<file path="src/hdl/trigger_object_multiplicity_deta_unit_assert.svh">
// assertion macros for the trigger object multiplicity unit
// used by the top level; depends on nothing else
`ifndef TRIGGER_OBJECT_MULTIPLICITY_DETA_UNIT_ASSERT_SVH
`define TRIGGER_OBJECT_MULTIPLICITY_DETA_UNIT_ASSERT_SVH

// condition that must hold at every clock edge outside reset
`define TOMD_ASSERT_HOLDS(lbl, clk, rst_n, prop) \
  lbl: assert property (@(posedge clk) disable iff (!rst_n) (prop)) \
    else $error("tomd: invariant violated");

// consequence that must hold in the cycle after the antecedent
`define TOMD_ASSERT_NEXT(lbl, clk, rst_n, ante, cons) \
  lbl: assert property (@(posedge clk) disable iff (!rst_n) (ante) |=> (cons)) \
    else $error("tomd: next-cycle check failed");

`endif

</file>
<file path="src/hdl/tomd_pkg.sv">
// shared types and constants of the trigger object multiplicity unit
// used by the interfaces, the register block, the eta store and the top level
`default_nettype none

package tomd_pkg;

  // field widths
  localparam int unsigned PT_W     = 16;
  localparam int unsigned ETA_W    = 11;
  localparam int unsigned ETAMAX_W = 10;
  localparam int unsigned CNT_W    = 5;
  localparam int unsigned DETA_W   = 11;

  // store depth default
  localparam int unsigned MAX_OBJECTS_DEF = 16;

  // count saturation and smallest count that can hold a pair
  localparam logic [CNT_W-1:0] CNT_SAT      = 5'd31;
  localparam logic [CNT_W-1:0] PAIR_MIN_CNT = 5'd2;

  // register port
  localparam int unsigned APB_ADDR_W = 5;
  localparam int unsigned APB_DATA_W = 32;

  // register indexes (word address)
  typedef enum logic [2:0] {
    REG_PT_MIN     = 3'd0,
    REG_ETA_MAX    = 3'd1,
    REG_MIN_COUNT  = 3'd2,
    REG_DETA_MAX   = 3'd3,
    REG_PAIR_CHECK = 3'd4
  } reg_idx_e;

  // reset values
  localparam logic [PT_W-1:0]     PT_MIN_RST    = 16'd0;
  localparam logic [ETAMAX_W-1:0] ETA_MAX_RST   = 10'd1000;
  localparam logic [CNT_W-1:0]    MIN_COUNT_RST = 5'd1;
  localparam logic [DETA_W-1:0]   DETA_MAX_RST  = 11'd0;

  // configuration handed from the register block
  typedef struct packed {
    logic [PT_W-1:0]     pt_min;
    logic [ETAMAX_W-1:0] eta_max;
    logic [CNT_W-1:0]    min_count;
    logic [DETA_W-1:0]   deta_max;
    logic                pair_check_enable;
  } cfg_t;

endpackage

`default_nettype wire

</file>
<file path="src/hdl/tomd_if.sv">
// valid/ready stream interfaces for object items and event results
// depends on tomd_pkg
`default_nettype none

// object item stream
interface tomd_in_if;
  import tomd_pkg::*;

  logic                    valid;
  logic                    ready;
  logic                    has_object;
  logic [PT_W-1:0]         obj_pt;
  logic signed [ETA_W-1:0] obj_eta;
  logic                    event_last;

  modport source (output valid, has_object, obj_pt, obj_eta, event_last, input ready);
  modport sink   (input valid, has_object, obj_pt, obj_eta, event_last, output ready);
endinterface

// event result stream
interface tomd_out_if;
  import tomd_pkg::*;

  logic             valid;
  logic             ready;
  logic             fired;
  logic [CNT_W-1:0] selected_count;
  logic             stored_overflow;

  modport source (output valid, fired, selected_count, stored_overflow, input ready);
  modport sink   (input valid, fired, selected_count, stored_overflow, output ready);
endinterface

`default_nettype wire

</file>
<file path="src/hdl/tomd_cfg_regs.sv">
// apb register block holding the selection and pair thresholds
// depends on tomd_pkg
`default_nettype none

module tomd_cfg_regs (
  input  logic                                clk_i,
  input  logic                                rst_ni,
  input  logic                                psel,
  input  logic                                penable,
  input  logic                                pwrite,
  input  logic [tomd_pkg::APB_ADDR_W-1:0]     paddr,
  input  logic [tomd_pkg::APB_DATA_W-1:0]     pwdata,
  output logic [tomd_pkg::APB_DATA_W-1:0]     prdata,
  output logic                                pready,
  output tomd_pkg::cfg_t                      cfg_o
);
  import tomd_pkg::*;

  tomd_pkg::cfg_t cfg_q;
  logic           wr_en;
  reg_idx_e       idx;

  assign pready = 1'b1;
  assign wr_en  = psel & penable & pwrite;
  assign idx    = reg_idx_e'(paddr[APB_ADDR_W-1:2]);
  assign cfg_o  = cfg_q;

  // register writes
  always_ff @(posedge clk_i or negedge rst_ni) begin
    if (!rst_ni) begin
      cfg_q.pt_min            <= PT_MIN_RST;
      cfg_q.eta_max           <= ETA_MAX_RST;
      cfg_q.min_count         <= MIN_COUNT_RST;
      cfg_q.deta_max          <= DETA_MAX_RST;
      cfg_q.pair_check_enable <= 1'b0;
    end else if (wr_en) begin
      unique case (idx)
        REG_PT_MIN:     cfg_q.pt_min            <= pwdata[PT_W-1:0];
        REG_ETA_MAX:    cfg_q.eta_max           <= pwdata[ETAMAX_W-1:0];
        REG_MIN_COUNT:  cfg_q.min_count         <= pwdata[CNT_W-1:0];
        REG_DETA_MAX:   cfg_q.deta_max          <= pwdata[DETA_W-1:0];
        REG_PAIR_CHECK: cfg_q.pair_check_enable <= pwdata[0];
        default: ;
      endcase
    end
  end

  // read mux
  always_comb begin
    prdata = '0;
    unique case (idx)
      REG_PT_MIN:     prdata[PT_W-1:0]     = cfg_q.pt_min;
      REG_ETA_MAX:    prdata[ETAMAX_W-1:0] = cfg_q.eta_max;
      REG_MIN_COUNT:  prdata[CNT_W-1:0]    = cfg_q.min_count;
      REG_DETA_MAX:   prdata[DETA_W-1:0]   = cfg_q.deta_max;
      REG_PAIR_CHECK: prdata[0]            = cfg_q.pair_check_enable;
      default: ;
    endcase
  end

endmodule

`default_nettype wire

</file>
<file path="src/hdl/tomd_eta_store.sv">
// eta store of the selected objects with a parallel delta-eta compare
// depends on tomd_pkg
`default_nettype none

module tomd_eta_store #(
  parameter int unsigned MaxObjects = tomd_pkg::MAX_OBJECTS_DEF,
  localparam int unsigned UsedW = $clog2(MaxObjects + 1),
  localparam int unsigned IdxW  = $clog2(MaxObjects)
) (
  input  logic                               clk_i,
  input  logic                               wr_en_i,
  input  logic [UsedW-1:0]                   used_i,
  input  logic signed [tomd_pkg::ETA_W-1:0]  eta_i,
  input  logic [tomd_pkg::DETA_W-1:0]        deta_max_i,
  output logic                               hit_o
);
  import tomd_pkg::*;

  logic [ETA_W-1:0] store_q [MaxObjects];
  logic [ETA_W:0]   diff    [MaxObjects];
  logic [ETA_W:0]   mag     [MaxObjects];

  // write at the current fill position
  always_ff @(posedge clk_i) begin
    if (wr_en_i) begin
      store_q[used_i[IdxW-1:0]] <= eta_i;
    end
  end

  // compare the new eta with every filled entry
  always_comb begin
    hit_o = 1'b0;
    for (int k = 0; k < MaxObjects; k++) begin
      diff[k] = {eta_i[ETA_W-1], eta_i} - {store_q[k][ETA_W-1], store_q[k]};
      mag[k]  = diff[k][ETA_W] ? (~diff[k] + 1'b1) : diff[k];
      if ((UsedW'(k) < used_i) && (mag[k][DETA_W-1:0] <= deta_max_i)) begin
        hit_o = 1'b1;
      end
    end
  end

endmodule

`default_nettype wire

</file>
<file path="src/hdl/trigger_object_multiplicity_deta_unit.sv">
// Trigger object multiplicity unit with delta-eta pair condition.
// Channels: in_i carries one trigger object per transfer (has_object, obj_pt,
//   obj_eta, event_last); out_o carries one result per event (fired,
//   selected_count, stored_overflow), sent after the item marked event_last.
// Configuration: apb port, registers at byte addresses 0,4,8,12,16 for
//   pt_min, eta_max, min_count, deta_max, pair_check_enable.
// Throughput: one item per cycle while out_o takes its results; the eta compare
//   against all stored entries runs combinationally, in parallel.
// Flow: an item is registered in the input register on acceptance and processed
//   from there; the result of a last item is registered in the result register,
//   which drives out_o.
// Stall: while out_o holds an untaken result, non-last items keep flowing;
//   a last item waits in the input register and in_i.ready drops only then.
// Reset: asynchronous, active low; clears the per-event count, pair and
//   overflow flags, the fill count and both valid flags, and loads the
//   register reset values. The eta store itself is not cleared.
// depends on tomd_pkg, tomd_if, tomd_cfg_regs, tomd_eta_store and the assert macros header
`default_nettype none

`include "trigger_object_multiplicity_deta_unit_assert.svh"

module trigger_object_multiplicity_deta_unit #(
  parameter int unsigned MaxObjects = tomd_pkg::MAX_OBJECTS_DEF
) (
  input  logic                            clk_i,
  input  logic                            rst_ni,
  tomd_in_if.sink                         in_i,
  tomd_out_if.source                      out_o,
  input  logic                            psel,
  input  logic                            penable,
  input  logic                            pwrite,
  input  logic [tomd_pkg::APB_ADDR_W-1:0] paddr,
  input  logic [tomd_pkg::APB_DATA_W-1:0] pwdata,
  output logic [tomd_pkg::APB_DATA_W-1:0] prdata,
  output logic                            pready
);
  import tomd_pkg::*;

  localparam int unsigned UsedW = $clog2(MaxObjects + 1);
  localparam logic [UsedW-1:0] MaxUsed = UsedW'(MaxObjects);

  cfg_t cfg;

  // input register
  logic                    s1_valid_q;
  logic                    s1_has_q;
  logic [PT_W-1:0]         s1_pt_q;
  logic signed [ETA_W-1:0] s1_eta_q;
  logic                    s1_last_q;

  // per-event state
  logic [CNT_W-1:0] cnt_q, cnt_d;
  logic             pair_q, pair_d;
  logic             ovf_q, ovf_d;
  logic [UsedW-1:0] used_q, used_d;

  // result register
  logic             out_valid_q;
  logic             fired_q;
  logic [CNT_W-1:0] count_q;
  logic             ovf_out_q;

  logic             out_free;
  logic             proc;
  logic             sel;
  logic             sel_fire;
  logic             hit;
  logic             has_room;
  logic [ETA_W-1:0] abs_eta;
  logic             fired_d;
  logic             evt_idle;

  tomd_cfg_regs u_cfg (
    .clk_i   (clk_i),
    .rst_ni  (rst_ni),
    .psel    (psel),
    .penable (penable),
    .pwrite  (pwrite),
    .paddr   (paddr),
    .pwdata  (pwdata),
    .prdata  (prdata),
    .pready  (pready),
    .cfg_o   (cfg)
  );

  // handshake: last items wait for a free result slot
  assign out_free   = !out_valid_q || out_o.ready;
  assign proc       = s1_valid_q && (!s1_last_q || out_free);
  assign in_i.ready = !s1_valid_q || proc;

  // object selection
  assign abs_eta  = s1_eta_q[ETA_W-1] ? (~s1_eta_q + 1'b1) : s1_eta_q;
  assign sel      = s1_has_q && (s1_pt_q >= cfg.pt_min) && (abs_eta <= {1'b0, cfg.eta_max});
  assign sel_fire = proc && sel;
  assign has_room = used_q < MaxUsed;

  tomd_eta_store #(
    .MaxObjects (MaxObjects)
  ) u_store (
    .clk_i      (clk_i),
    .wr_en_i    (sel_fire && has_room),
    .used_i     (used_q),
    .eta_i      (s1_eta_q),
    .deta_max_i (cfg.deta_max),
    .hit_o      (hit)
  );

  // next event state including the current object
  always_comb begin
    cnt_d  = cnt_q;
    pair_d = pair_q | (sel_fire & hit);
    ovf_d  = ovf_q | (sel_fire & !has_room);
    used_d = used_q;
    if (sel_fire && (cnt_q != CNT_SAT)) begin
      cnt_d = cnt_q + 1'b1;
    end
    if (sel_fire && has_room) begin
      used_d = used_q + 1'b1;
    end
    fired_d = (cnt_d >= cfg.min_count) && (!cfg.pair_check_enable || pair_d);
  end

  // input register
  always_ff @(posedge clk_i or negedge rst_ni) begin
    if (!rst_ni) begin
      s1_valid_q <= 1'b0;
    end else if (in_i.ready) begin
      s1_valid_q <= in_i.valid;
    end
  end

  always_ff @(posedge clk_i) begin
    if (in_i.valid && in_i.ready) begin
      s1_has_q  <= in_i.has_object;
      s1_pt_q   <= in_i.obj_pt;
      s1_eta_q  <= in_i.obj_eta;
      s1_last_q <= in_i.event_last;
    end
  end

  // event state, cleared after the last item
  always_ff @(posedge clk_i or negedge rst_ni) begin
    if (!rst_ni) begin
      cnt_q  <= '0;
      pair_q <= 1'b0;
      ovf_q  <= 1'b0;
      used_q <= '0;
    end else if (proc && s1_last_q) begin
      cnt_q  <= '0;
      pair_q <= 1'b0;
      ovf_q  <= 1'b0;
      used_q <= '0;
    end else begin
      cnt_q  <= cnt_d;
      pair_q <= pair_d;
      ovf_q  <= ovf_d;
      used_q <= used_d;
    end
  end

  // result register
  always_ff @(posedge clk_i or negedge rst_ni) begin
    if (!rst_ni) begin
      out_valid_q <= 1'b0;
    end else if (proc && s1_last_q) begin
      out_valid_q <= 1'b1;
    end else if (out_o.ready) begin
      out_valid_q <= 1'b0;
    end
  end

  always_ff @(posedge clk_i) begin
    if (proc && s1_last_q) begin
      fired_q   <= fired_d;
      count_q   <= cnt_d;
      ovf_out_q <= ovf_d;
    end
  end

  assign out_o.valid           = out_valid_q;
  assign out_o.fired           = fired_q;
  assign out_o.selected_count  = count_q;
  assign out_o.stored_overflow = ovf_out_q;

  // event state back at its empty value
  assign evt_idle = (cnt_q == '0) && !pair_q && !ovf_q && (used_q == '0);

  // checks
  `TOMD_ASSERT_HOLDS(a_used_bound, clk_i, rst_ni, used_q <= MaxUsed)
  `TOMD_ASSERT_HOLDS(a_ovf_full, clk_i, rst_ni, !ovf_q || (used_q == MaxUsed))
  `TOMD_ASSERT_HOLDS(a_pair_cnt, clk_i, rst_ni, !pair_q || (cnt_q >= PAIR_MIN_CNT))
  `TOMD_ASSERT_NEXT(a_evt_clear, clk_i, rst_ni, proc && s1_last_q, evt_idle)

endmodule

`default_nettype wire

</file>
<file path="src/flat_wrapper.sv">
// flat-port wrapper written by rule: the top's interface ports become plain ports
module trigger_object_multiplicity_deta_unit_flat import tomd_pkg::*;
#(
  parameter int unsigned MaxObjects = tomd_pkg::MAX_OBJECTS_DEF
)
  (clk_i, rst_ni, psel, penable, pwrite, paddr, pwdata, prdata, pready, in_i_valid, in_i_has_object, in_i_obj_pt, in_i_obj_eta, in_i_event_last, in_i_ready, out_o_valid, out_o_fired, out_o_selected_count, out_o_stored_overflow, out_o_ready);
  tomd_in_if in_i_i ();
  tomd_out_if out_o_i ();
  input  logic clk_i;
  input  logic rst_ni;
  input  logic psel;
  input  logic penable;
  input  logic pwrite;
  input  logic [tomd_pkg::APB_ADDR_W-1:0] paddr;
  input  logic [tomd_pkg::APB_DATA_W-1:0] pwdata;
  output logic [tomd_pkg::APB_DATA_W-1:0] prdata;
  output logic pready;
  input wire logic [$bits(in_i_i.valid)-1:0] in_i_valid;
  input wire logic [$bits(in_i_i.has_object)-1:0] in_i_has_object;
  input wire logic [$bits(in_i_i.obj_pt)-1:0] in_i_obj_pt;
  input wire logic [$bits(in_i_i.obj_eta)-1:0] in_i_obj_eta;
  input wire logic [$bits(in_i_i.event_last)-1:0] in_i_event_last;
  output wire logic [$bits(in_i_i.ready)-1:0] in_i_ready;
  output wire logic [$bits(out_o_i.valid)-1:0] out_o_valid;
  output wire logic [$bits(out_o_i.fired)-1:0] out_o_fired;
  output wire logic [$bits(out_o_i.selected_count)-1:0] out_o_selected_count;
  output wire logic [$bits(out_o_i.stored_overflow)-1:0] out_o_stored_overflow;
  input wire logic [$bits(out_o_i.ready)-1:0] out_o_ready;
  assign in_i_i.valid = in_i_valid;
  assign in_i_i.has_object = in_i_has_object;
  assign in_i_i.obj_pt = in_i_obj_pt;
  assign in_i_i.obj_eta = in_i_obj_eta;
  assign in_i_i.event_last = in_i_event_last;
  assign in_i_ready = in_i_i.ready;
  assign out_o_valid = out_o_i.valid;
  assign out_o_fired = out_o_i.fired;
  assign out_o_selected_count = out_o_i.selected_count;
  assign out_o_stored_overflow = out_o_i.stored_overflow;
  assign out_o_i.ready = out_o_ready;
  trigger_object_multiplicity_deta_unit #(.MaxObjects(MaxObjects)) u_core (.clk_i(clk_i), .rst_ni(rst_ni), .in_i(in_i_i), .out_o(out_o_i), .psel(psel), .penable(penable), .pwrite(pwrite), .paddr(paddr), .pwdata(pwdata), .prdata(prdata), .pready(pready));
endmodule
</file>
<file path="config.mk">
export PLATFORM = sky130hd
export DESIGN_NAME = trigger_object_multiplicity_deta_unit_flat
export DESIGN_NICKNAME = d
export VERILOG_FILES = /design/src/hdl/tomd_pkg.sv /design/src/hdl/tomd_if.sv /design/src/hdl/tomd_cfg_regs.sv /design/src/hdl/tomd_eta_store.sv /design/src/hdl/trigger_object_multiplicity_deta_unit.sv /design/src/flat_wrapper.sv
export VERILOG_INCLUDE_DIRS = /design/src /design/src/hdl
export SDC_FILE = /design/constraint.sdc
export NUM_CORES = 1
export LEC_CHECK = 0
export ABC_AREA = 1
export BUFFER_PORTS_ARGS = -buffer_cell sky130_fd_sc_hd__buf_2
export CELL_PAD_IN_SITES_DETAIL_PLACEMENT = 1
export CELL_PAD_IN_SITES_GLOBAL_PLACEMENT = 2
export CORE_MARGIN = 10
export CORE_UTILIZATION = 38
export DETAILED_ROUTE_END_ITERATION = 8
export PLACE_DENSITY = 0.94
export SLEW_MARGIN = 15
export SYNTH_ARGS = -nofsm -noshare
export SYNTH_HDL_FRONTEND = slang
export SYNTH_HIERARCHICAL = 1
export SYNTH_SLANG_ARGS = --single-unit
</file>
<file path="constraint.sdc">
create_clock -name clk_i -period 6.3 [get_ports clk_i]
set_input_delay 0.945 -clock clk_i [delete_from_list [all_inputs] [get_ports clk_i]]
set_output_delay 0.945 -clock clk_i [all_outputs]
set_load 0.01 [all_outputs]
</file>
# Word level (Yosys, flattened, before mapping)
# Memory sizes are Yosys's and may differ from the RTL's.
# Index checks and enable logic that the tools add are counted.
# op_classes
n_bitwise,23
mux,48
reduce_logical,42
n_addsub,35
magnitude_cmp,36
eq_ne,5
# op_table
cell,n
subtractor 11 x 11 -> 12 bit,16
adder 11 x 1 -> 11 bit (second input constant),17
2-to-1 mux 11 bit,17
NOT 11 bit,17
<= comparator 11 bit,16
less-than comparator 4 x 5 -> 1 bit (first input constant),8
logical AND 1 bit,25
2-to-1 mux 5 bit,5
2-to-1 mux 1 bit,22
less-than comparator 3 x 5 -> 1 bit (first input constant),4
>= comparator 16 bit,1
one-hot mux 4 bit (4 select lines),1
one-hot mux 5 bit (3 select lines),1
<= comparator 11 x 10 -> 1 bit,1
adder 5 x 1 -> 5 bit (second input constant),2
less-than comparator 1 x 5 -> 1 bit (first input constant),2
less-than comparator 2 x 5 -> 1 bit (first input constant),2
AND reduction 2 bit,5
== test 3 x 2 -> 1 bit (second input constant),2
>= comparator 5 bit,1
logical NOT 1 bit,5
less-than comparator 5 bit (second input constant),1
inequality test 5 bit (second input constant),1
one-hot mux 1 bit (5 select lines),1
8 further kinds,16
# totals
mem_bits_rw,176
memories,1
ff_bits,93
elab_cells,208
in_bits,73
# memory_table
memory,depth,word_bits,read_ports,rd_ports_with_merged_regs,write_ports,line,text
u_core.u_store.store_q,16,11,16,0,1,tomd_eta_store.sv:19,logic [ETA_W-1:0] store_q [MaxObjects];

# Logic depth before layout (Yosys ltp)
# An unclocked memory read counts as a cell.
# depth
depth_word,27
depth_mapped,33

# Cells and area by module
# Netlist, hierarchy kept.
# modules_own_cells
module,area_per_inst_um2,cells_per_inst,n_inst
tomd_eta_store,22798.1,3205,1
trigger_object_multiplicity_deta_unit,2949.1,310,1
tomd_cfg_regs,2228.4,293,1

# Worst setup path before layout
# No wires, ideal clock.
# synth_timing
path_type,flip-flop to flip-flop
start,reg u_core.s1_eta_q[1]
end,reg u_core.fired_q (netlist: u_core/out_o.fired) (data pin)
path_buffers,0
setup_slack_ns,1.457
required_ns,6.051
t_arrival_ns,4.594
stages_incl_launch_ff,32
path_cell_list,edfxtp_1 > inv_1 > fa_1 > inv_1 > nand3_1 > nand2_1 > nand2_1 > nand2_1 > nand2_1 > nand2_1 > a21oi_1 > or2_2 > nand2_1 > inv_1 > nand2_1 > nand2_1 > ha_1 > nand2_1 > nor2_1 > nand3_1 > nand3_1 > nand2_1 > o21ai_0 > nand2_1 > nor2_1 > nand2_1 > nor2_1 > nand3_1 > nand3_1 > nand3_1 > nand2_1 > inv_1
# synth_via
elab_chain_len,26
word_cells_on_any_way,125
cone_classes,add/sub: 33; order compare: 18; mux: 34; bitwise: 19; reduce/logical: 21
# synth_lines
item,line,text
"start, declared",trigger_object_multiplicity_deta_unit.sv:48,logic signed [ETA_W-1:0] s1_eta_q;
"start signal, assigned",trigger_object_multiplicity_deta_unit.sv:136,s1_eta_q <= in_i.obj_eta;
subtractor 11 x 11 -> 12 bit,tomd_eta_store.sv:34,"diff[k] = {eta_i[ETA_W-1], eta_i} - {store_q[k][ETA_W-1], store_q[k]};"
NOT 11 bit,tomd_eta_store.sv:35,mag[k] = diff[k][ETA_W] ? (~diff[k] + 1'b1) : diff[k];
adder 11 x 1 -> 11 bit,tomd_eta_store.sv:35,
2-to-1 mux 11 bit,tomd_eta_store.sv:35,
<= comparator 11 bit,tomd_eta_store.sv:36,if ((UsedW'(k) < used_i) && (mag[k][DETA_W-1:0] <= deta_max_i)) begin
logical AND 1 bit,tomd_eta_store.sv:36,
2-to-1 mux 1 bit (15 in series),tomd_eta_store.sv:36,
2-to-1 mux 1 bit (*),tomd_eta_store.sv:36,
via u_core.hit,trigger_object_multiplicity_deta_unit.sv:67,logic hit;
AND 1 bit (*),trigger_object_multiplicity_deta_unit.sv:111,pair_d = pair_q | (sel_fire & hit);
OR 1 bit (*),trigger_object_multiplicity_deta_unit.sv:111,
logical OR 1 bit (*),trigger_object_multiplicity_deta_unit.sv:120,fired_d = (cnt_d >= cfg.min_count) && (!cfg.pair_check_enable || pair_d);
logical AND 1 bit (*),trigger_object_multiplicity_deta_unit.sv:120,
via u_core.fired_d,trigger_object_multiplicity_deta_unit.sv:70,logic fired_d;
"end signal, assigned",trigger_object_multiplicity_deta_unit.sv:174,fired_q <= fired_d;
"end, declared",trigger_object_multiplicity_deta_unit.sv:59,logic fired_q;
# Mark *: on every way through the listed nets, which the timed path passes. The rest lies on a longest branch.
# A chain may end at the register's enable or synchronous reset.

# Worst setup path after layout
# layout_timing
start,reg u_core.s1_eta_q[0]
end,reg u_core.fired_q (netlist: u_core/out_o.fired) (data pin)
# Same word-level chain as after synthesis.

==> summary.md <==
| Metric | Value |
|---|---|
| Drt pass-1 iters | `5` |
| Critical Path RT | `approximately 6.6 ns` |
| Power Dens Cells | `214 nW/um2` |
| DRC viols | `0` |
| CTS tree | `built` |
| Antenna Nets Post-Route | `0` |
| DR vias | `between 20000 and 30000` |
| Worst Hold Depth | `2` |
| Initial drt markers | `a little over 1000` |
| Post-synth top area share | `a little under a quarter` |
| Total grt overflow | `0` |
| Worst setup path start | `u_core/s1_eta_q[0]` |
| Worst Hold Class | `flip-flop to flip-flop` |
| Die area | `~85000 um2` |
| Final TNS setup | `0 ns` |
| Vias in the first global route | `around 27000` |
| Synthesis-to-finish area growth | `10.7%` |
| Die height | `291 um` |
| PortBufs | `between 70 and 80` |
| Postcts setup bufs | `0` |
| Synthesized area per cell | `7.35 um2` |
| GPL Wtd Cong | `0.828` |
| RSZ-0062 raised after global routing | `false` |
| Reg2reg start | `u_core/s1_eta_q[0]` |
| CP Max Fanout | `14` |
| Longest Clk Path Bufs | `3` |
| Nets | `~4400` |
| H-tree depth | `2` |
| Static leakage | `about 0.016 uW` |
| Synth area leaders | `edfxtp_1 (23%), ha_1 (18%), nand2_1 (13%)` |
| Clock-pin transition on the worst setup and hold timing paths | `~0.060 ns` |
| # fillers | `around 9000` |
| Pin count of the biggest net entering global routing | `between 50 and 60` |
| Cell Area, Synth | `28000 um2` |
| FF/Latch Area | `a little under 8000 um2` |
| # rows | `99` |
| Average routed wire per standard cell | `approximately 17 um` |
| Top cell type by total area after synthesis | `edfxtp_1` |
| Core area | `73000 um2` |
| Layout cell share with drive strength beyond 1 | `under 10%` |
| Area of the multi-input gates | `roughly 17000 um2` |
| First-pass GRT wire length | `137000 um` |
| Max cap viols | `0` |
| Final Skew | `0.0204 ns` |
| Final wirelength | `just over 80000 um` |
| Post-DP HPWL | `approximately 62000 um` |
| CTS Sinks | `approximately 270` |
| Post-cts resize count | `0` |
| Endpoints failing setup | `0` |
| GRT Overall Usage | `19.4%` |
| Worst slew pin tran | `roughly 1.2 ns` |
| Post-CTS Hold Fix Bufs | `0` |
| WS Path Type | `flip-flop to flip-flop` |
| Worst reg2reg path depth | `27` |
| Yosys cell types | `between 50 and 60` |
| Root Buffer | `clkbuf_16` |
| Final Max Tran Viols | `0` |
| Routed vias/inst | `around 5.1` |
| Dpl ws | `~1.2 ns` |
| VDD IR max | `around 0.00018 V` |
| Hold Startpoint | `u_core/u_cfg/cfg_o[22]` |
| Max frequency | `about 0.20 GHz` |
| Flops & latches, synth | `around 270` |
| Min Tclk post-route | `between 5 and 6 ns` |
| Flop-to-flop setup slack | `1.26 ns` |
| Worst setup EP type | `flip-flop` |
| Synth warn | `6` |
| Worst Hold End | `u_core/u_cfg/cfg_o[22]` |
| Worst r2r dst | `u_core/out_o.fired` |
| Clock latency on the worst-skew pair | `about 0.56 ns` |
| Ports | `approximately 120` |
| Final Hold Violating Endpoints | `0` |
| Outcome | `completed` |
| Startpoint types | `flip-flop` |
| Sequential element share of the synthesized area | `about 28%` |
| Fin crit share | `between 70% and 80%` |
| Setup ws final | `1.26 ns` |
| Mapped Cells | `approximately 3800` |
| Worst Path Arrival | `5.35 ns` |
| Max_slew headroom | `between 20% and 30%` |
| Initial Util | `around two fifths` |
| CTS Buf Count | `37` |
| Initial antenna violation count | `5` |
| Die Span X | `291 um` |
[synth_stat cells, drive strengths merged]
master / instances
o21bai: 28
xnor2: 64
a21oi: 204
nand2: 1031
a22oi: 5
a211oi: 2
fa: 16
nor3b: 1
a21o: 13
buf: 32
o211ai: 7
inv: 697
a31oi: 8
nor3: 26
nor4: 5
dfrtp: 50
and2: 5
nor4b: 2
o31ai: 1
xor2: 110
edfxtp: 212
nand4: 105
dfstp: 7
nor2: 272
or2: 12
conb: 2
and3: 1
nand3: 300
clkbuf: 3
ha: 403
o21ai: 142
nand2b: 1
nand3b: 25
o21a: 16
[cell usage in the layout (no fill, tap or decap), types with 102 or more instances in the layout]
cell type	count
nand3_1	276
xor2_1	102
edfxtp_1	212
nor2_1	260
o21ai_0	125
ha_1	403
nand2_1	997
inv_1	679
nand4_1	105
a21oi_1	201
[stage by stage]
step / total power [uW] / utilization, % / hold WS (ns) / instance area [um2] / instances
3_3_place_gp: 4470 / 40.8 / 0.470 / 29800 / 4872
2_1_floorplan: 3840 / - / 0.460 / 28000 / 3823
4_1_cts: 6720 / 42.4 / 0.493 / 30900 / 4936
5_1_grt: 7160 / 42.4 / 0.511 / 31000 / 4936
3_5_place_dp: 4580 / 40.8 / 0.485 / 29800 / 4872
6_report: 6630 / 42.4 / 0.495 / 31000 / 4938
[state kept, by name, indices dropped and copies added (netlist names), 5 cells and up]
signal and count:
u_core/out_o.selected_count 5, u_core/u_store/store_q 176, u_core/s1_eta_q 11, u_core/u_cfg/cfg_o 43
u_core/cnt_q 5, u_core/used_q 5, u_core/s1_pt_q 16
[cells by family after synthesis]
group | share of synthesized area (%)
AOI/OAI and AO/OA | 8.68
xor gates and xnor gates | 5.88
adders and majority gates | 19.2
buffers and inverters | 10.4
DFF | 27.9
other | 0.0268
and+or+nand+nor | 28.0
[per-layer routing]
metal	part of all wire [%]	routed length, um	global-route usage, %
met3	3.3	2770	2.73
met2	48	39700	34.0
met5	0.058	48	0
met4	2.3	1950	4.94
met1	47	38700	24.6
[cell type report]
cell class / count / share of cell area (%)
antenna: 2 / 0.0162
clock buffer: 47 / 3.25
clock inverter: 17 / 0.517
inverter: 697 / 8.52
multi-input combinational: 2822 / 56.0
sequential: 269 / 25.2
tap: 959 / 3.88
timing repair buffer: 125 / 2.64
[power breakdown]
group	leakage [uW]	switching, uW	internal, uW
Combinational	0.0129	1590	877
Clock	0.000572	829	1250
Sequential	0.00265	68.1	2020
Total	0.0161	2490	4140
[critical path, cell delays in order (launching register included)]
cell and delay [ns]:
edfxtp_1 0.37, inv_1 0.15, buf_4 0.37, ha_1 0.22
inv_1 0.07, fa_1 0.43, nand3_1 0.11, nand3_2 0.10
xor2_2 0.31, nand4_1 0.18, nor2_1 0.18, nand3_1 0.11
nand3_1 0.10, nand2_1 0.06, ha_1 0.26, nand2_1 0.06
nor2_1 0.19, nand3_1 0.11, nand3_1 0.09, nand2_1 0.15
nor3_1 0.28, nand2_1 0.16, nand2_1 0.09, nand3_1 0.17
nand3_1 0.22, nand3_1 0.12, nand2_1 0.08, inv_1 0.04
[how the worst max path moves through the flow]
stage                    endpoint  cells after the start
3_5_place_dp   u_core/out_o.fired                     27
5_1_grt        u_core/out_o.fired                     27
6_report       u_core/out_o.fired                     27
3_3_place_gp   u_core/out_o.fired                     26
4_1_cts        u_core/out_o.fired                     27
2_1_floorplan  u_core/out_o.fired                     31
Power figures use the tool's default switching activity.
